### src/rtl/core/strmq_pkg.sv
// strmq_pkg: shared constants, status codes and control structs for the
// sparse table range maximum core; no dependencies

package strmq_pkg;

    // array geometry
    localparam int DEPTH       = 1024;
    localparam int LEVELS      = 11;
    localparam int VALUE_WIDTH = 32;

    // fixed field widths of the stream payload
    localparam int IN_VALUE_W = 32;
    localparam int OUT_W      = 32;
    localparam int RANGE_W    = 11;
    localparam int IN_TDATA_W = 56;

    // derived widths
    localparam int TBL_DEPTH = LEVELS * DEPTH;
    localparam int ADDR_W    = $clog2(TBL_DEPTH);
    localparam int POS_W     = $clog2(DEPTH);
    localparam int CNT_W     = $clog2(DEPTH + 1);
    localparam int LVL_W     = $clog2(LEVELS + 1);
    localparam int WIN_W     = ((CNT_W > LEVELS) ? CNT_W : LEVELS) + 1;
    localparam int CMP_W     = (CNT_W > RANGE_W) ? CNT_W : RANGE_W;

    typedef enum logic [1:0] {
        ST_OK        = 2'd0,
        ST_EMPTY     = 2'd1,
        ST_RANGE     = 2'd2,
        ST_NOT_BUILT = 2'd3
    } t_status;

    typedef struct packed {
        logic load;
        logic update;
    } t_cmp_ctrl;

    typedef struct packed {
        logic                   we;
        logic [ADDR_W-1:0]      waddr;
        logic [VALUE_WIDTH-1:0] wdata;
        logic [ADDR_W-1:0]      raddr;
    } t_ram_req;

    typedef struct packed {
        logic [OUT_W-1:0] value;
        t_status          status;
    } t_result;

endpackage

### src/rtl/core/strmq_cmp.sv
// strmq_cmp: shared signed maximum unit with accumulator register
// depends on strmq_pkg

module strmq_cmp
    import strmq_pkg::*;
(
    input  logic                          i_clk,
    input  t_cmp_ctrl                     i_ctrl,
    input  logic signed [VALUE_WIDTH-1:0] i_data,
    output logic signed [VALUE_WIDTH-1:0] o_acc
);

    logic signed [VALUE_WIDTH-1:0] r_acc;

    always_ff @(posedge i_clk) begin
        if (i_ctrl.load) begin
            r_acc <= i_data;
        end else if (i_ctrl.update && (i_data > r_acc)) begin
            r_acc <= i_data;
        end
    end

    assign o_acc = r_acc;

endmodule

### config.mk
export PLATFORM = sky130hd
export DESIGN_NAME = strmq_cmp
export DESIGN_NICKNAME = d
export VERILOG_FILES = /design/src/rtl/core/strmq_pkg.sv /design/src/rtl/core/strmq_cmp.sv
export SDC_FILE = /design/constraint.sdc
export NUM_CORES = 1
export LEC_CHECK = 0
export BUFFER_PORTS_ARGS = -buffer_cell sky130_fd_sc_hd__buf_4
export CAP_MARGIN = 10
export CORE_MARGIN = 2
export CORE_UTILIZATION = 49
export CTS_CLUSTER_DIAMETER = 150
export DETAILED_ROUTE_END_ITERATION = 6
export PLACE_DENSITY = 0.86
export SYNTH_ARGS = -nofsm -noshare
export SYNTH_HDL_FRONTEND = slang
export SYNTH_SLANG_ARGS = --single-unit
### constraint.sdc
create_clock -name i_clk -period 4.2 [get_ports i_clk]
set_clock_uncertainty 0.1 [all_clocks]
set_input_delay 0.84 -clock i_clk [delete_from_list [all_inputs] [get_ports i_clk]]
set_output_delay 0.84 -clock i_clk [all_outputs]
set_load 0.02 [all_outputs]
* Yosys cells after proc, flatten, opt, wreduce, memory -nomap -nowiden
Cells that the tools add are included.
** Word-level totals
- Flip-flop bits (word level) :: 32
- Input bits :: 35
- Output and inout bits :: 32
- Logic and storage cells :: 6
** Operators by class
- $lt $le $gt $ge :: 1
- Mux-type cells :: 2
- Reduce and logical (&&, ||, !) cells :: 2
** Operator list (count)
- $mux 32 :: 2
- $gt 32x32->1 :: 1
- $reduce_bool 2->1 :: 1
- $logic_and 1x1->1 :: 1

* Logic depth before layout (Yosys ltp)
Gate-level depths: netlist of run 1.
- Depth in word-level cells :: 4
- Mapped depth :: 7
- Depth with buffers taken out :: 7

* Worst setup path before layout of run 1
Ideal clock, no wire load.
- Path type :: input port to flip-flop
- Start point :: input i_data[14]
- End point :: register r_acc[0], in the netlist o_acc[0], enable pin
- Library setup time :: 0.632 ns
- Data arrival time :: 2.888 ns
- Data required time :: 3.468 ns
- Path slack :: 0.580 ns
- Stages on the path :: 6
- Path buffers :: 0
- Cells stage by stage :: ha_1 > a21oi_1 > nand2_1 > a221o_1 > o311ai_1 > nand4b_1
** Between the ends
- Cells in the longest elaborated chain, start to end :: 3
** RTL lines
- start, declared :: line strmq_cmp.sv:9 : input logic signed [VALUE_WIDTH-1:0] i_data,
- $gt 32x32->1 :: line strmq_cmp.sv:18 : end else if (i_ctrl.update && (i_data > r_acc)) begin
- $logic_and 1x1->1 :: line strmq_cmp.sv:18
- $reduce_bool 2->1 (no line)
- end signal, assigned :: line strmq_cmp.sv:17 : r_acc <= i_data;
- end signal, assigned :: line strmq_cmp.sv:19 : r_acc <= i_data;
- end, declared :: line strmq_cmp.sv:13 : logic signed [VALUE_WIDTH-1:0] r_acc;
Every way passes these cells.
A chain may end at the register's enable or synchronous reset.

* Worst setup path in the final report of run 1
- Start point :: input i_data[14]
- End point :: register r_acc[8], in the netlist o_acc[8], enable pin
Same word-level chain as after synthesis.

==> results of run 1 <==
## cells in the mapped netlist
| cell | instances | area, µm² |
|---|---|---|
| a2111oi_0 | 1 | 8.76 |
| a211oi_1 | 2 | 15.0 |
| a21bo_4 | 1 | 16.3 |
| a21o_1 | 1 | 7.51 |
| a21oi_1 | 15 | 75.1 |
| a221o_1 | 1 | 10.0 |
| a2bb2oi_1 | 1 | 8.76 |
| edfxtp_1 | 32 | 961 |
| ha_1 | 32 | 400 |
| inv_1 | 34 | 128 |
| nand2_1 | 5 | 18.8 |
| nand3_1 | 3 | 15.0 |
| nand4_1 | 7 | 43.8 |
| nand4_2 | 1 | 12.5 |
| nand4_4 | 1 | 21.3 |
| nand4b_1 | 1 | 8.76 |
| nor2_1 | 2 | 7.51 |
| nor2b_1 | 1 | 6.26 |
| nor3_1 | 1 | 5.00 |
| nor4_1 | 1 | 6.26 |
| nor4_2 | 1 | 12.5 |
| nor4_4 | 1 | 21.3 |
| o211ai_1 | 1 | 7.51 |
| o21a_1 | 1 | 7.51 |
| o21ai_0 | 3 | 15.0 |
| o311ai_1 | 1 | 8.76 |
## metal layers
metal / track usage (%) / routed length, µm / part of all wire [%]
met1: 23.1 / 1550 / 41
met2: 33.7 / 1880 / 50
met3: 6.85 / 272 / 7.2
met4: 6.25 / 63 / 1.7
met5: 0 / 0 / 0
## placed cells by master, fill, tap and decap left out, types with 2 or more instances in the layout
cell      instances
nand2_1           5
ha_1             32
a21oi_1          15
edfxtp_1         32
a211oi_1          2
clkbuf_8          5
nand4_1           7
nor2_1            2
clkinv_2          2
nand3_1           3
buf_4            68
o21ai_0           3
inv_1            34
## final cells by class
| type | instances | area (µm²) | area share (%) |
|---|---|---|---|
| clock buffer | 5 | 68.8 | 2.75 |
| clock inverter | 3 | 13.8 | 0.550 |
| inverter | 34 | 128 | 5.10 |
| multi-input combinational | 85 | 759 | 30.4 |
| sequential | 32 | 961 | 38.4 |
| tap | 48 | 60.1 | 2.40 |
| timing repair buffer | 68 | 510 | 20.4 |
## worst paths after layout
path	start	endpoint	slack, ps	cells past startpoint
max	i_data[14]	o_acc[8]	1430	7
min	i_data[14]	o_acc[14]	640	1
max reg2reg	o_acc[14]	o_acc[8]	1680	7
min reg2reg	o_acc[31]	o_acc[19]	1140	6
## cells by family (layout without fill, tap and decap cells)
logic type	Yosys count	count (layout)	synth area share [%]
AOI/OAI and AO/OA	28	28	9.75
DFF	32	32	52.0
buffers and inverters	34	110	6.91
adders and majority gates	32	32	21.7
and+or+nand+nor	25	25	9.68
## metrics by stage
stage / instance area, µm² / setup slack [ps] / hold slack [ps] / total power, mW
global placement: 2420 / 1280 / 930 / 0.647
CTS: 2500 / 1450 / 635 / 0.877
detailed placement: 2420 / 1150 / 933 / 0.654
floorplan: 1850 / 580 / 839 / 0.550
global route: 2500 / 1240 / 625 / 0.921
finish: 2500 / 1430 / 643 / 0.869
## power groups by stage
stage                     registers, mW  logic, mW  clock network, mW
after floorplan                   0.451     0.0991                  0
after global placement            0.413      0.234                  0
after detailed placement          0.414      0.241                  0
after CTS                         0.407      0.244              0.225
after global routing              0.411      0.266              0.244
final                             0.407      0.242              0.220
==> results.sh, run 1 <==
export IMPL_grt_max_degree=23
export IMPL_largest_register_ffs=32
export IMPL_antenna_found_initial=0
export IMPL_ios=67
export IMPL_p_clk_share_pct=25.4
export IMPL_worst_slew_pin_slew_ps=497
export IMPL_antenna_left=0
export IMPL_critical_path_class="input port to flop"
export IMPL_die_w_um=65.4
export IMPL_wirelength_mm=3.77
export IMPL_finalMaxSlewViolations=0
export IMPL_ctsResizeCount=0
export IMPL_cts_buffer_depth=2
export IMPL_gp_congestion=0.738
export IMPL_port_buffer_count=66
export IMPL_n_fill_cell=299
export IMPL_peakVddDrop_mv=0.229
export IMPL_cts_reportedPaths_clkPinSlew_ps=60
export IMPL_synth_seq_cells=32
export IMPL_cp_slowest_cell="a2111oi_0"
export IMPL_slew_limit_headroom_pct=66.0
export IMPL_grt_pass1_wl_mm=6.22
export IMPL_postCtsSetupRepairBufs=0
export IMPL_dp_cells=267
export IMPL_pwr_density_cell_nw_per_um2=347
export IMPL_diodes=0
export IMPL_fin_cells=275
export IMPL_internal_power_uw=610
export IMPL_vias=1401
export IMPL_hold_class="input port to flop"
export IMPL_cts_tree="done"
export IMPL_postCtsHoldBufs=0
export IMPL_cp_end_kind="flop"
export IMPL_syn_inst=151
export IMPL_first_global_vias=1420
export IMPL_swShare_pct=29.7
export IMPL_finalCriticalPeriod_ps=2770
export IMPL_worst_path_most_repeated_cell="buf_4"
export IMPL_crit_chain="buf_4 -> ha_1 -> nand4_1 -> a2111oi_0 -> o311ai_1 -> nand4b_1 -> buf_4"
export IMPL_area_growth_synth_to_final_pct=35.3
export IMPL_gr_total_overflow=0
export IMPL_cp_data_required_time_ps=4060
export IMPL_drt_iter0_markers=68
export IMPL_std_cell_rows=22
export IMPL_syn_area_um2=1850
export IMPL_fmax_mhz=361
export IMPL_grt_use_total_pct=19.7
export IMPL_leakage_nw=1.22
export IMPL_final_period_utilization_pct=66.0
export IMPL_synth_nets=218
export IMPL_core_area_um2=3630
export IMPL_drive_gt1_share_pct=35.2
export IMPL_clk_latency_ps=280
export IMPL_ys_seq_area_share_pct=52.0
export IMPL_fp_dieH_um=65.4
export IMPL_maxCapViolations=0
export IMPL_dieArea_um2=4280
export IMPL_fin_util_pct=68.8
export IMPL_startpoint_type="input port"
export IMPL_cts_sinks=32
export IMPL_cpLargestDelayFamily="compound AO/OA/AOI/OAI gates"
export IMPL_finalHoldViolCount=0
export IMPL_status="completed"
export IMPL_firstDrtPassIters=4
export IMPL_syn_avg_cell_area_um2=12.2
export IMPL_initial_core_util_pct=50.9
export IMPL_arrival_ps=2630
export IMPL_ys_warn_count=0
export IMPL_remaining_drc_errors=0
export IMPL_cts_max_level=2
export IMPL_seqPwrFrac_pct=46.8
export IMPL_dp_hpwl_mm=3.07
export IMPL_switchingPower_uw=258
export IMPL_setup_viol=0
export IMPL_rsz0062_at_grt="no"
export IMPL_ys_types=26
export IMPL_slowest_delay_ps=540
export IMPL_clock_root_buffer="clkbuf_8"
export IMPL_combPwrFrac_pct=27.8
export IMPL_crit_fanout=22
export IMPL_wl_per_cell_um=13.7
export IMPL_setup_tns_ps=0
export IMPL_nets=293
export IMPL_cts_buffers=5
export IMPL_via_per_inst=5.09
export IMPL_crit_buf_inv=2
Note: power is estimated with default switching activity, not from simulation.
==> inputs of run 2 (changes only) <==
--- a/config.mk
+++ b/config.mk
@@ -8,10 +8,10 @@
 export BUFFER_PORTS_ARGS = -buffer_cell sky130_fd_sc_hd__buf_4
 export CAP_MARGIN = 10
 export CORE_MARGIN = 2
-export CORE_UTILIZATION = 49
+export CORE_UTILIZATION = 44
 export CTS_CLUSTER_DIAMETER = 150
 export DETAILED_ROUTE_END_ITERATION = 6
-export PLACE_DENSITY = 0.86
+export PLACE_DENSITY = 0.82
 export SYNTH_ARGS = -nofsm -noshare
 export SYNTH_HDL_FRONTEND = slang
 export SYNTH_SLANG_ARGS = --single-unit
==> constraint.sdc (replaced) <==
create_clock -name i_clk -period 2.3 [get_ports i_clk]
set_clock_uncertainty 0.1 [all_clocks]
set_input_delay 0.46 -clock i_clk [delete_from_list [all_inputs] [get_ports i_clk]]
set_output_delay 0.46 -clock i_clk [all_outputs]
set_load 0.02 [all_outputs]
==> run 2 against run 1 <==
Largest power group unchanged. Combinational power grew to 2.6 times the previous value. First-iteration DRC count grew 46%. Via count grew 16%. Highest routed layer unchanged. The flow now finishes with violations (setup timing). Critical path depth grew 3. Global-route usage grew 0.12 points.
==> results.sh, run 2 (synthesis results as in run 1) <==
export IMPL_status="finished with violations"
export IMPL_violations="setup timing"
export IMPL_holdPathEnd="o_acc[0]"
export IMPL_area_growth_synth_to_final_pct=65.1
export IMPL_r2r_cells=10
export IMPL_clock_root_buffer="clkbuf_8"
export IMPL_final_period_utilization_pct=103
export IMPL_gp_congestion=0.731
export IMPL_placed_cell_area_um2=2590
export IMPL_std_cell_rows=23
export IMPL_timing_rr_end="o_acc[10]"
export IMPL_setup_viol=32
export IMPL_layout_commonest_cell="buf_4"
export IMPL_internal_power_mw=1.35
export IMPL_p_clk_share_pct=28.0
export IMPL_finalCriticalPeriod_ps=2370
export IMPL_dieArea_um2=4730
export IMPL_swShare_pct=29.5
export IMPL_largest_register_ffs=32
export IMPL_arrival_ps=2320
export IMPL_antenna_found_initial=0
export IMPL_cts_sinks=32
export IMPL_drt_iter0_markers=99
export IMPL_grt_use_total_pct=19.8
export IMPL_place_worst_setup_slack_ps=-263
export IMPL_firstDrtPassIters=5
export IMPL_mostFrequentLayoutCells="buf_4 (87), edfxtp_1 (32), inv_1 (29), ha_4 (18)"
export IMPL_hold_depth=1
export IMPL_fin_util_pct=75.7
export IMPL_wl_per_cell_um=17.2
export IMPL_dp_hpwl_mm=3.45
export IMPL_ff_latch_area_um2=961
export IMPL_remaining_drc_errors=0
export IMPL_first_global_vias=1575
export IMPL_drive_gt1_share_pct=53.2
export IMPL_seqPwrFrac_pct=38.8
export IMPL_r2r_start="o_acc[13]"
export IMPL_worst_slew_pin_slew_ps=303
export IMPL_maxCapViolations=0
export IMPL_setup_slack_ps=-69.2
export IMPL_slew_limit_headroom_pct=79.7
export IMPL_finalHoldViolCount=0
export IMPL_diodes=0
export IMPL_peakVddDrop_mv=0.363
export IMPL_crit_fanout=8
export IMPL_cts_max_level=2
export IMPL_multi_input_area_um2=1050
export IMPL_die_w_um=68.8
export IMPL_cp_data_required_time_ps=2250
export IMPL_grt_max_degree=18
export IMPL_via_per_inst=5.38
export IMPL_ios=67
export IMPL_nets=318
export IMPL_combPwrFrac_pct=33.1
export IMPL_port_buffer_count=66
export IMPL_leakage_nw=1.38
export IMPL_vias=1625
export IMPL_initial_core_util_pct=45.9
export IMPL_finalMaxSlewViolations=0
export IMPL_core_area_um2=4030
export IMPL_wirelength_mm=5.19
export IMPL_n_fill_cell=268
export IMPL_hold_class="input port to flop"
export IMPL_cts_buffers=5
export IMPL_startpoint_type="flop"
export IMPL_timing_reg2reg_setup_slack_ps=-70
export IMPL_cts_tree="done"
export IMPL_gr_total_overflow=0
export IMPL_cp_end_kind="flop"
export IMPL_clk_latency_ps=290
export IMPL_cts_buffer_depth=2
export IMPL_grt_pass1_wl_mm=6.78
export IMPL_postCtsHoldBufs=0
export IMPL_fp_dieH_um=68.8
export IMPL_fmax_mhz=422
export IMPL_critical_path_class="flop to flop"
export IMPL_pwr_density_cell_nw_per_um2=629
export IMPL_switchingPower_uw=566
export IMPL_stdcell_area_um2=3050
export IMPL_cts_reportedPaths_clkPinSlew_ps=70
export IMPL_setup_tns_ps=-1580
export IMPL_rsz0062_at_grt="yes"
export IMPL_antenna_left=0
export IMPL_total_power_mw=1.92
export IMPL_hold_start="i_data[0]"
==> run 2: how the worst max path moves through the flow <==
stage | startpoint | to | depth (start not counted)
2_1_floorplan | o_acc[15] | o_acc[0] | 7
3_3_place_gp | i_data[15] | o_acc[27] | 7
3_5_place_dp | i_data[15] | o_acc[26] | 7
4_1_cts | o_acc[10] | o_acc[7] | 9
5_1_grt | o_acc[11] | o_acc[8] | 9
6_report | o_acc[13] | o_acc[10] | 10
==> run 2: area by class of cell <==
type / instances / area share [%]
Multi-Input combinational cell: 85 / 34.4
Sequential cell: 32 / 31.5
Timing Repair Buffer: 93 / 24.4
Inverter: 34 / 4.18
Clock buffer: 6 / 2.38
Tap cell: 50 / 2.05
Clock inverter: 2 / 1.15
==> run 2: worst max-delay path, stage by stage (launching register included) <==
cell,delay (ps)
edfxtp_1,420
inv_2,90
ha_4,190
nand4_1,110
buf_6,130
nor2_1,50
a221o_1,290
o311ai_1,260
nand4b_1,160
buf_6,170
clkbuf_16,160
==> run 2: metrics by stage <==
step                hold slack (ps)  std cells
global placement                549        281
finish                          255        302
global route                    247        302
detailed placement              550        281
CTS                             253        292
floorplan                       459        151
==> run 2: power groups by stage <==
stage	logic, mW	clock network (mW)	registers, mW
3_3_place_gp	0.487	0	0.754
6_report	0.636	0.538	0.745
4_1_cts	0.524	0.543	0.744
2_1_floorplan	0.200	0	0.824
3_5_place_dp	0.505	0	0.756
5_1_grt	0.686	0.568	0.750
==> run 2: repair_timing <==
action / CTS / global route
gates cloned: 1 / 1
pin swaps: 1 / 13
setup endpoints to repair: 32 / 32
resized for setup: 5 / 26
buffers inserted: 2 / 9
==> run 2: per-layer routing <==
| layer | share of wire, % | wire length, µm | track usage (%) | up-vias |
|---|---|---|---|---|
| li1 | - | - | - | 757 |
| met1 | 38 | 1970 | 22.9 | 786 |
| met2 | 55 | 2830 | 34.4 | 77 |
| met3 | 6.6 | 344 | 5.52 | 5 |
| met4 | 0.85 | 44 | 8.09 | 0 |
| met5 | 0 | 0 | 0 | - |
