--- config.mk ---
export PLATFORM = sky130hd
export DESIGN_NAME = strmq_seq
export DESIGN_NICKNAME = d
export VERILOG_FILES = /design/src/rtl/core/strmq_pkg.sv /design/src/rtl/core/strmq_seq.sv
export SDC_FILE = /design/constraint.sdc
export NUM_CORES = 1
export LEC_CHECK = 0
export ABC_CLOCK_PERIOD_IN_PS = 8400
export BUFFER_PORTS_ARGS = -buffer_cell sky130_fd_sc_hd__buf_4
export CAP_MARGIN = 20
export CORE_ASPECT_RATIO = 1.75
export CORE_MARGIN = 1.5
export CORE_UTILIZATION = 58
export DETAILED_ROUTE_END_ITERATION = 10
export MAX_ROUTING_LAYER = met4
export PLACE_DENSITY = 0.95
export SYNTH_ARGS = -nofsm -noshare
export SYNTH_HDL_FRONTEND = slang
export SYNTH_SLANG_ARGS = --single-unit
--- constraint.sdc ---
create_clock -name i_clk -period 8.4 [get_ports i_clk]
set_clock_uncertainty 0.05 [all_clocks]
set_input_delay 0.42 -clock i_clk [delete_from_list [all_inputs] [get_ports i_clk]]
set_output_delay 0.42 -clock i_clk [all_outputs]
set_load 0.02 [all_outputs]
--- src/rtl/core/strmq_pkg.sv ---
// strmq_pkg: shared constants, status codes and control structs for the
// sparse table range maximum core; no dependencies

package strmq_pkg;

    // array geometry
    localparam int DEPTH       = 1024;
    localparam int LEVELS      = 11;
    localparam int VALUE_WIDTH = 32;

    // fixed field widths of the stream payload
    localparam int IN_VALUE_W = 32;
    localparam int OUT_W      = 32;
    localparam int RANGE_W    = 11;
    localparam int IN_TDATA_W = 56;

    // derived widths
    localparam int TBL_DEPTH = LEVELS * DEPTH;
    localparam int ADDR_W    = $clog2(TBL_DEPTH);
    localparam int POS_W     = $clog2(DEPTH);
    localparam int CNT_W     = $clog2(DEPTH + 1);
    localparam int LVL_W     = $clog2(LEVELS + 1);
    localparam int WIN_W     = ((CNT_W > LEVELS) ? CNT_W : LEVELS) + 1;
    localparam int CMP_W     = (CNT_W > RANGE_W) ? CNT_W : RANGE_W;

    typedef enum logic [1:0] {
        ST_OK        = 2'd0,
        ST_EMPTY     = 2'd1,
        ST_RANGE     = 2'd2,
        ST_NOT_BUILT = 2'd3
    } t_status;

    typedef struct packed {
        logic load;
        logic update;
    } t_cmp_ctrl;

    typedef struct packed {
        logic                   we;
        logic [ADDR_W-1:0]      waddr;
        logic [VALUE_WIDTH-1:0] wdata;
        logic [ADDR_W-1:0]      raddr;
    } t_ram_req;

    typedef struct packed {
        logic [OUT_W-1:0] value;
        t_status          status;
    } t_result;

endpackage

--- src/rtl/core/strmq_seq.sv ---
// strmq_seq: sequencer for loads, table build and queries; drives the table
// ram and the shared max unit; depends on strmq_pkg

module strmq_seq
    import strmq_pkg::*;
(
    input  logic                          i_clk,
    input  logic                          i_rst_n,
    input  logic                          i_accept,
    input  logic                          i_func,
    input  logic signed [IN_VALUE_W-1:0]  i_value,
    input  logic                          i_last,
    input  logic [RANGE_W-1:0]            i_left,
    input  logic [RANGE_W-1:0]            i_right,
    input  logic                          i_out_free,
    input  logic signed [VALUE_WIDTH-1:0] i_acc,
    output logic                          o_ready,
    output logic                          o_res_valid,
    output t_result                       o_res,
    output t_ram_req                      o_ram,
    output t_cmp_ctrl                     o_cmp
);

    localparam int KW = (LVL_W > $clog2(RANGE_W)) ? LVL_W : $clog2(RANGE_W);

    typedef enum logic [9:0] {
        S_IDLE  = 10'b0000000001,
        S_Q_A   = 10'b0000000010,
        S_Q_B   = 10'b0000000100,
        S_Q_C   = 10'b0000001000,
        S_DONE  = 10'b0000010000,
        S_B_CHK = 10'b0000100000,
        S_B_RA  = 10'b0001000000,
        S_B_RB  = 10'b0010000000,
        S_B_CB  = 10'b0100000000,
        S_B_WR  = 10'b1000000000
    } t_state;

    t_state             r_state, n_state;
    logic [CNT_W-1:0]   r_count, n_count;
    logic               r_built, n_built;
    logic [LVL_W-1:0]   r_lvl, n_lvl;
    logic [POS_W-1:0]   r_pos_a, n_pos_a;
    logic [POS_W-1:0]   r_pos_b, n_pos_b;
    t_status            r_status, n_status;

    logic [CNT_W-1:0]   cnt_eff;
    logic [WIN_W-1:0]   win;
    logic [WIN_W-1:0]   half;
    logic [POS_W-1:0]   pos_half;
    logic               next_fits;
    logic               lvl_fits;
    logic [RANGE_W-1:0] len;
    logic [KW-1:0]      k_raw;
    logic [LVL_W-1:0]   q_lvl;
    logic [RANGE_W-1:0] q_win;

    function automatic logic [ADDR_W-1:0] tbl_addr(input logic [LVL_W-1:0] lvl,
                                                   input logic [POS_W-1:0] pos);
        return ADDR_W'(lvl) * ADDR_W'(DEPTH) + ADDR_W'(pos);
    endfunction

    // build window arithmetic
    assign cnt_eff   = r_built ? '0 : r_count;
    assign win       = WIN_W'(1) << r_lvl;
    assign half      = win >> 1;
    assign pos_half  = POS_W'(WIN_W'(r_pos_a) + half);
    assign next_fits = (WIN_W'(r_pos_a) + WIN_W'(1) + win) <= WIN_W'(r_count);
    assign lvl_fits  = (r_lvl < LVL_W'(LEVELS)) && (win <= WIN_W'(r_count));

    // query level: floor log2 of the range length, clamped to the top level
    assign len = i_right - i_left + RANGE_W'(1);

    always_comb begin
        k_raw = '0;
        for (int b = 0; b < RANGE_W; b++) begin
            if (len[b]) begin
                k_raw = KW'(b);
            end
        end
    end

    assign q_lvl = (k_raw > KW'(LEVELS - 1)) ? LVL_W'(LEVELS - 1) : LVL_W'(k_raw);
    assign q_win = RANGE_W'(1) << q_lvl;

    always_comb begin
        n_state     = r_state;
        n_count     = r_count;
        n_built     = r_built;
        n_lvl       = r_lvl;
        n_pos_a     = r_pos_a;
        n_pos_b     = r_pos_b;
        n_status    = r_status;
        o_ram.we    = 1'b0;
        o_ram.waddr = '0;
        o_ram.wdata = VALUE_WIDTH'(i_value);
        o_ram.raddr = '0;
        o_cmp       = '0;
        o_res_valid = 1'b0;

        case (r_state)
            S_IDLE: begin
                if (i_accept && !i_func) begin
                    // a load after a build restarts the array
                    n_built = 1'b0;
                    n_count = cnt_eff;
                    if (cnt_eff < CNT_W'(DEPTH)) begin
                        o_ram.we    = 1'b1;
                        o_ram.waddr = tbl_addr('0, POS_W'(cnt_eff));
                        n_count     = cnt_eff + CNT_W'(1);
                    end
                    if (i_last) begin
                        n_lvl   = LVL_W'(1);
                        n_state = S_B_CHK;
                    end
                end else if (i_accept) begin
                    n_lvl   = q_lvl;
                    n_pos_a = POS_W'(i_left - RANGE_W'(1));
                    n_pos_b = POS_W'(i_right - q_win);
                    if (!r_built) begin
                        n_status = ST_NOT_BUILT;
                        n_state  = S_DONE;
                    end else if (i_left > i_right) begin
                        n_status = ST_EMPTY;
                        n_state  = S_DONE;
                    end else if ((i_left == '0) ||
                                 (CMP_W'(i_right) > CMP_W'(r_count))) begin
                        n_status = ST_RANGE;
                        n_state  = S_DONE;
                    end else begin
                        n_status = ST_OK;
                        n_state  = S_Q_A;
                    end
                end
            end
            S_Q_A: begin
                o_ram.raddr = tbl_addr(r_lvl, r_pos_a);
                n_state     = S_Q_B;
            end
            S_Q_B: begin
                o_ram.raddr = tbl_addr(r_lvl, r_pos_b);
                o_cmp.load  = 1'b1;
                n_state     = S_Q_C;
            end
            S_Q_C: begin
                o_cmp.update = 1'b1;
                n_state      = S_DONE;
            end
            S_DONE: begin
                if (i_out_free) begin
                    o_res_valid = 1'b1;
                    n_state     = S_IDLE;
                end
            end
            S_B_CHK: begin
                if (lvl_fits) begin
                    n_pos_a = '0;
                    n_state = S_B_RA;
                end else begin
                    n_built = 1'b1;
                    n_state = S_IDLE;
                end
            end
            S_B_RA: begin
                o_ram.raddr = tbl_addr(r_lvl - LVL_W'(1), r_pos_a);
                n_state     = S_B_RB;
            end
            S_B_RB: begin
                o_ram.raddr = tbl_addr(r_lvl - LVL_W'(1), pos_half);
                o_cmp.load  = 1'b1;
                n_state     = S_B_CB;
            end
            S_B_CB: begin
                o_cmp.update = 1'b1;
                n_state      = S_B_WR;
            end
            S_B_WR: begin
                o_ram.we    = 1'b1;
                o_ram.waddr = tbl_addr(r_lvl, r_pos_a);
                o_ram.wdata = i_acc;
                if (next_fits) begin
                    n_pos_a = r_pos_a + POS_W'(1);
                    n_state = S_B_RA;
                end else begin
                    n_lvl   = r_lvl + LVL_W'(1);
                    n_state = S_B_CHK;
                end
            end
            default: begin
                n_state = S_IDLE;
            end
        endcase
    end

    always_comb begin
        o_res.status = r_status;
        case (r_status)
            ST_OK:    o_res.value = OUT_W'(i_acc);
            ST_EMPTY: o_res.value = '1;
            default:  o_res.value = '0;
        endcase
    end

    assign o_ready = (r_state == S_IDLE);

    always_ff @(posedge i_clk) begin
        if (!i_rst_n) begin
            r_state <= S_IDLE;
            r_count <= '0;
            r_built <= 1'b0;
        end else begin
            r_state <= n_state;
            r_count <= n_count;
            r_built <= n_built;
        end
    end

    always_ff @(posedge i_clk) begin
        r_lvl    <= n_lvl;
        r_pos_a  <= n_pos_a;
        r_pos_b  <= n_pos_b;
        r_status <= n_status;
    end

    // the max unit only folds in a second operand right after loading the first
    a_update_after_load: assert property (@(posedge i_clk) disable iff (!i_rst_n)
        o_cmp.update |-> $past(o_cmp.load))
        else $error("max unit update without preceding load");

    // a query never leaves the block ready in the following cycle
    a_query_busy: assert property (@(posedge i_clk) disable iff (!i_rst_n)
        (i_accept && i_func) |=> !o_ready)
        else $error("ready right after a query transfer");

    // no table write while a query reads the table
    a_no_write_in_query: assert property (@(posedge i_clk) disable iff (!i_rst_n)
        (r_state == S_Q_A || r_state == S_Q_B || r_state == S_Q_C) |-> !o_ram.we)
        else $error("table write during query");

    // an ok result only comes from a built table
    a_ok_needs_build: assert property (@(posedge i_clk) disable iff (!i_rst_n)
        (o_res_valid && o_res.status == ST_OK) |-> r_built)
        else $error("ok status without a built table");

endmodule

# [Yosys cells after proc, flatten, opt, wreduce, memory -nomap -nowiden]
# Cells that the tools add are included.
[totals] romBits=0 memories=0 ramBits=0 output_inout_bits=99 reg_bits=48 latchBits=0
[op_classes] n_div=0 shift=2 n_mul=0 mux=48 eq_ne=21 addsub=15 n_reduce_logical=18 magnitude_cmp=7 bitwise_logic=2
[op_table] cell="one-hot mux 10 bit (10 select lines)" count=1
[op_table] cell="two-way mux 10 bit" count=8
[op_table] cell="one-hot mux 32 bit (2 select lines)" count=1
[op_table] cell="adder 14 x 10 -> 14 bit" count=4
[op_table] cell="one-hot mux 14 bit (4 select lines)" count=1
[op_table] cell="two-way mux 4 bit" count=13
[op_table] cell="two-way mux 32 bit" count=1
[op_table] cell="two-way mux 15 bit" count=2
[op_table] cell="one-hot mux 10 bit (3 select lines)" count=1
[op_table] cell="one-hot mux 15 bit (2 select lines)" count=1
[op_table] cell="<= comparator 12 x 11 -> 1 bit" count=2
[op_table] cell="adder 11 x 1 -> 11 bit (second input constant)" count=2
[op_table] cell="greater-than comparator 11 bit" count=2
[op_table] cell="two-way mux 11 bit" count=2
[op_table] cell="two-way mux 5 bit" count=3
[op_table] cell="two-way mux 7 bit" count=2
[op_table] cell="inequality test 2 bit (second input constant)" count=7
[op_table] cell="adder 11 x 12 -> 12 bit" count=1
[op_table] cell="left shift 1 x 4 -> 12 bit (first input constant)" count=1
[op_table] cell="adder 10 x 1 -> 11 bit (second input constant)" count=1
[op_table] cell="zero test 11 bit" count=1
[op_table] cell="less-than comparator 11 bit (second input constant)" count=1
[op_table] cell="subtractor 11 bit" count=1
[op_table] cell="adder 10 x 1 -> 10 bit (second input constant)" count=1
[op_table] cell="38 further kinds" count=53

# [Depth between registers and ports, before layout]
[depth] ltp_word=17 ltp_mapped=24

# [Least setup slack after synthesis]
# OpenSTA, ideal clock, no wires.
[synth_path] path_kind="reg-to-reg" start="register r_lvl[0]" end="register r_pos_a[0] (enable)" n_path_buf=0 setup_time_ns=0.395 t_required_ns=7.955 t_arrival_ns=4.326 stages_incl_launch_ff=21 path_slack_ns=3.629 path_cell_list="edfxtp_1 -> inv_1 -> ha_1 -> and2_1 -> ha_1 -> nor2b_1 -> o21ai_0 -> a21boi_0 -> o21ai_0 -> a21oi_1 -> o31a_1 -> o211ai_1 -> o211ai_1 -> ha_1 -> nand3_1 -> nor3_1 -> a21oi_1 -> o21ai_0 -> nand4b_1 -> and2_1 -> a221oi_1"
[synth_between] elab_chain_len=5 elab_cells_between_ends=9
[synth_rtl] item="start, declared" line_no="strmq_seq.sv:42" text="logic [LVL_W-1:0] r_lvl, n_lvl;"
[synth_rtl] item="start signal, assigned" line_no="strmq_seq.sv:219" text="r_lvl <= n_lvl;"
[synth_rtl] item="left shift 1 x 4 -> 12 bit" line_no="strmq_seq.sv:65" text="assign win = WIN_W'(1) << r_lvl;"
[synth_rtl] item="adder 11 x 12 -> 12 bit / <= comparator 12 x 11 -> 1 bit (equally long branches)" line_no="strmq_seq.sv:68, strmq_seq.sv:69"
[synth_rtl] item="<= comparator 12 x 11 -> 1 bit / logical AND 1 bit (equally long branches)" line_no="strmq_seq.sv:68, strmq_seq.sv:69"
[synth_rtl] item="inequality test 2 bit (no line)"
[synth_rtl] item="AND reduction 5 bit (no line) *"
[synth_rtl] item="end signal, assigned" line_no="strmq_seq.sv:220" text="r_pos_a <= n_pos_a;"
[synth_rtl] item="end, declared" line_no="strmq_seq.sv:43" text="logic [POS_W-1:0] r_pos_a, n_pos_a;"
# Every way passes the cells marked *; elsewhere a longest branch is shown, timed or not.
# A chain may end at the register's enable or synchronous reset.

# [Final worst setup path]
[layout_path] start="register r_lvl[1]" end="register r_pos_a[3] (enable)"
# Same word-level chain as after synthesis.

==> impl_metrics.yaml <==
run_status:
  status: "complete, no violations"
die:
  dieWidth_um: 84.0
  initial_utilization_pct: 59.6
  num_rows: 51
  die_area_um2: 12100
  core_um2: 11200
  fp.dieH_um: 145
  ios: 191
clock_tree:
  post_cts_buffers: 0
  htree_levels: 2
  insertion_delay_ns: 0.30
  hold_buffers: 0
  cts_made_buffers: 5
  clockBufferDepth: 2
  clkTransAtPathRegs_ns: 0.07
  cts.sinks: 48
  cts_tree: "done"
  ctsResizeCount: 0
  clock_tree.root_cell: "clkbuf_16"
critical_path:
  arrival_ns: 5.08
  criticalPathCategory: "reg -> reg"
  r2r_start: "r_lvl[1]$_DFFE_PP_"
  crit_fanout: 10
  cp-startpoint: "r_lvl[1]$_DFFE_PP_"
  crit_required_ns: 8.35
  cp-end-kind: "register"
  start_kind: "register"
place:
  hpwlAfterDp_mm: 18.6
  gp_congestion: 0.989
  portBuffers: 190
  detailedPlace.worstSlack_ns: 3.26
timing:
  fin_crit_ns: 5.13
  setup_slack_ns: 3.27
  tightest_slew_ns: 0.828
  fmax_mhz: 195
  rsz0062_at_grt: "false"
  period_share_pct: 61.0
  hold_viol: 0
  slew_headroom_pct: 44.3
  slew_viol_final: 0
  setup_violations: 0
  finalSetupTns_ns: 0
global_routing:
  grt_first_pass_wirelength_mm: 36.9
  grt_use_met2_pct: 68.3
  grt_start_max_net_pins: 44
  met3_usage_pct: 6.24
  grt_util_met1_pct: 40.4
  busiest_layer: "met2"
  antenna_found_initial: 0
  grt_util_all_layers_pct: 39.6
  overflow: 0
  grt_pass1_vias: 7590
synth:
  synth_seq_cells: 48
  synth_edf_count: 26
  syn_area_per_cell_um2: 7.34
  ys_seq_area_share_pct: 18.4
  synth_cell_types: 75
  synth_top_area_share_pct: 19.0
  synth_fp_nets: 1103
  ys.warnings.count: 0
  synth_ff_type: "edfxtp_1"
  yosysMostFrequentCell: "nand2_1"
  synth_commonest_cells: "nand2_1, nor2_1, ha_1, inv_1, o21ai_0"
  async_reset_ff_share_pct: 0
  syn_inst: 906
  synth_area_leaders: "ha_1, edfxtp_1, nand2_1"
  yosysTopAreaCell: "ha_1"
  netlist_area_um2: 6650
hold_path:
  worstHoldStart: "i_rst_n"
  hp-class: "in -> reg"
cells_and_area:
  antenna_cells: 0
  area_growth_pct: 25.7
  fill_cells: 809
  nets: 1280
  drive_above_1_share_pct: 20.9
route:
  routed_via_density: 6.35
  drtAntennaViolNets: 0
  wire_per_inst_um: 19.4
  remaining_drc_errors: 0
  firstDrtPassIters: 6
  drt-initial-drc-count: 645
  finalWirelength_mm: 23.6
  vias: 7726
power_and_ir_drop:
  powerDensity_nw_per_um2: 110
  power.switching_mw: 0.342
  p_clk_share_pct: 25.7
  p_int_mw: 0.577
  switching_share_pct: 37.2
  peakVddDrop_mv: 0.0920
  comb_power_share_pct: 43.7
  p_seq_share_pct: 30.6
  p_leak_nw: 4.00
run:
  maxCapViolCount: 0
-- power by group through the flow --
stage	Combinational (mW)	Clock (mW)	Sequential [mW]
final	0.402	0.236	0.281
after CTS	0.393	0.233	0.280
after floorplan	0.263	0	0.277
after global placement	0.376	0	0.284
after global routing	0.437	0.241	0.282
after detailed placement	0.389	0	0.284
-- stage by stage --
step / cells / total power [mW] / util, % / cell area (um2) / hold WS [ns]
finish: 1216 / 0.919 / 74.9 / 8360 / 0.333
global route: 1216 / 0.960 / 74.9 / 8360 / 0.333
CTS: 1216 / 0.906 / 74.9 / 8360 / 0.333
detailed placement: 1208 / 0.673 / 73.4 / 8200 / 0.451
global placement: 1208 / 0.660 / 73.4 / 8200 / 0.440
floorplan: 906 / 0.541 / - / 6650 / 0.420
-- worst max-delay path, stage by stage (launching register included) --
cell and delay, ns:
edfxtp_1 0.49, inv_1 0.25, ha_1 0.26, nand2_1 0.14, inv_1 0.17, ha_1 0.26
nor2b_1 0.13, o21ai_0 0.25, a21boi_0 0.22, o21a_1 0.24, nor2_1 0.19, o21ai_0 0.14
a21oi_1 0.19, xnor2_1 0.11, ha_1 0.32, nand4_1 0.13, nor3_1 0.19, a21oi_1 0.06
o21ai_0 0.11, nand4b_1 0.17, and2_1 0.24, a221oi_1 0.25, buf_4 0.26
-- flip-flops by register name (all words and copies together) (netlist names) --
register and count:
r_lvl 4, r_status 2, r_pos_b 10, r_count 11, r_state 10, r_pos_a 10, r_built 1
-- final timing paths --
path | endpoint | slack (ns) | cells after the start
max | r_pos_a[3]$_DFFE_PP_ | 3.27 | 22
min | r_state[0]$_SDFFE_PN1P_ | 0.33 | 2
max reg2reg | r_pos_a[3]$_DFFE_PP_ | 3.27 | 22
min reg2reg | r_count[2]$_SDFFE_PN0P_ | 0.47 | 2
-- cell families after synthesis --
family / synth area share [%]
AND/OR/NAND/NOR: 29.5
flip-flops: 18.4
adder cells (fa/ha/maj): 20.2
multiplexers: 0.451
XOR/XNOR: 6.57
buffers and inverters: 5.15
AO/OA/AOI/OAI: 19.8
-- layout by cell type, fill, tap and decap left out, types with 4 or more instances in the layout --
master	Yosys	layout
buf_4	0	198
nand2_1	154	154
nor2_1	116	116
ha_1	101	101
inv_1	63	63
o21ai_0	45	45
a21oi_1	39	39
xnor2_1	29	29
nand3_1	28	28
edfxtp_1	26	26
dfxtp_1	22	22
nor2b_1	21	21
xor2_1	19	19
nor3_1	18	18
nand4_1	15	15
a21o_1	13	13
and2_1	13	13
o21a_1	12	12
o22ai_1	12	12
nor4_1	10	10
a22o_1	10	10
nand2b_1	9	9
o211ai_1	9	9
a22oi_1	8	8
or2_2	5	5
a31oi_1	5	5
clkbuf_16	0	5
a21boi_0	4	4
nor3b_1	4	4
fa_1	4	4
-- per-layer routing --
layer	routed length (um)	up-vias
met3	2070	148
met4	1980	0
met1	8060	3513
li1	-	3539
met5	0	-
met2	11500	526
-- layout make-up --
class	count	area [um2]	area share (%)
Multi-Input combinational cell	767	5090	60.9
Timing Repair Buffer	198	1490	17.8
Sequential cell	48	1220	14.6
Inverter	63	236	2.83
Tap cell	132	165	1.98
Clock buffer	6	129	1.54
Clock inverter	2	35.0	0.419
Power figures use the tool's default switching activity.
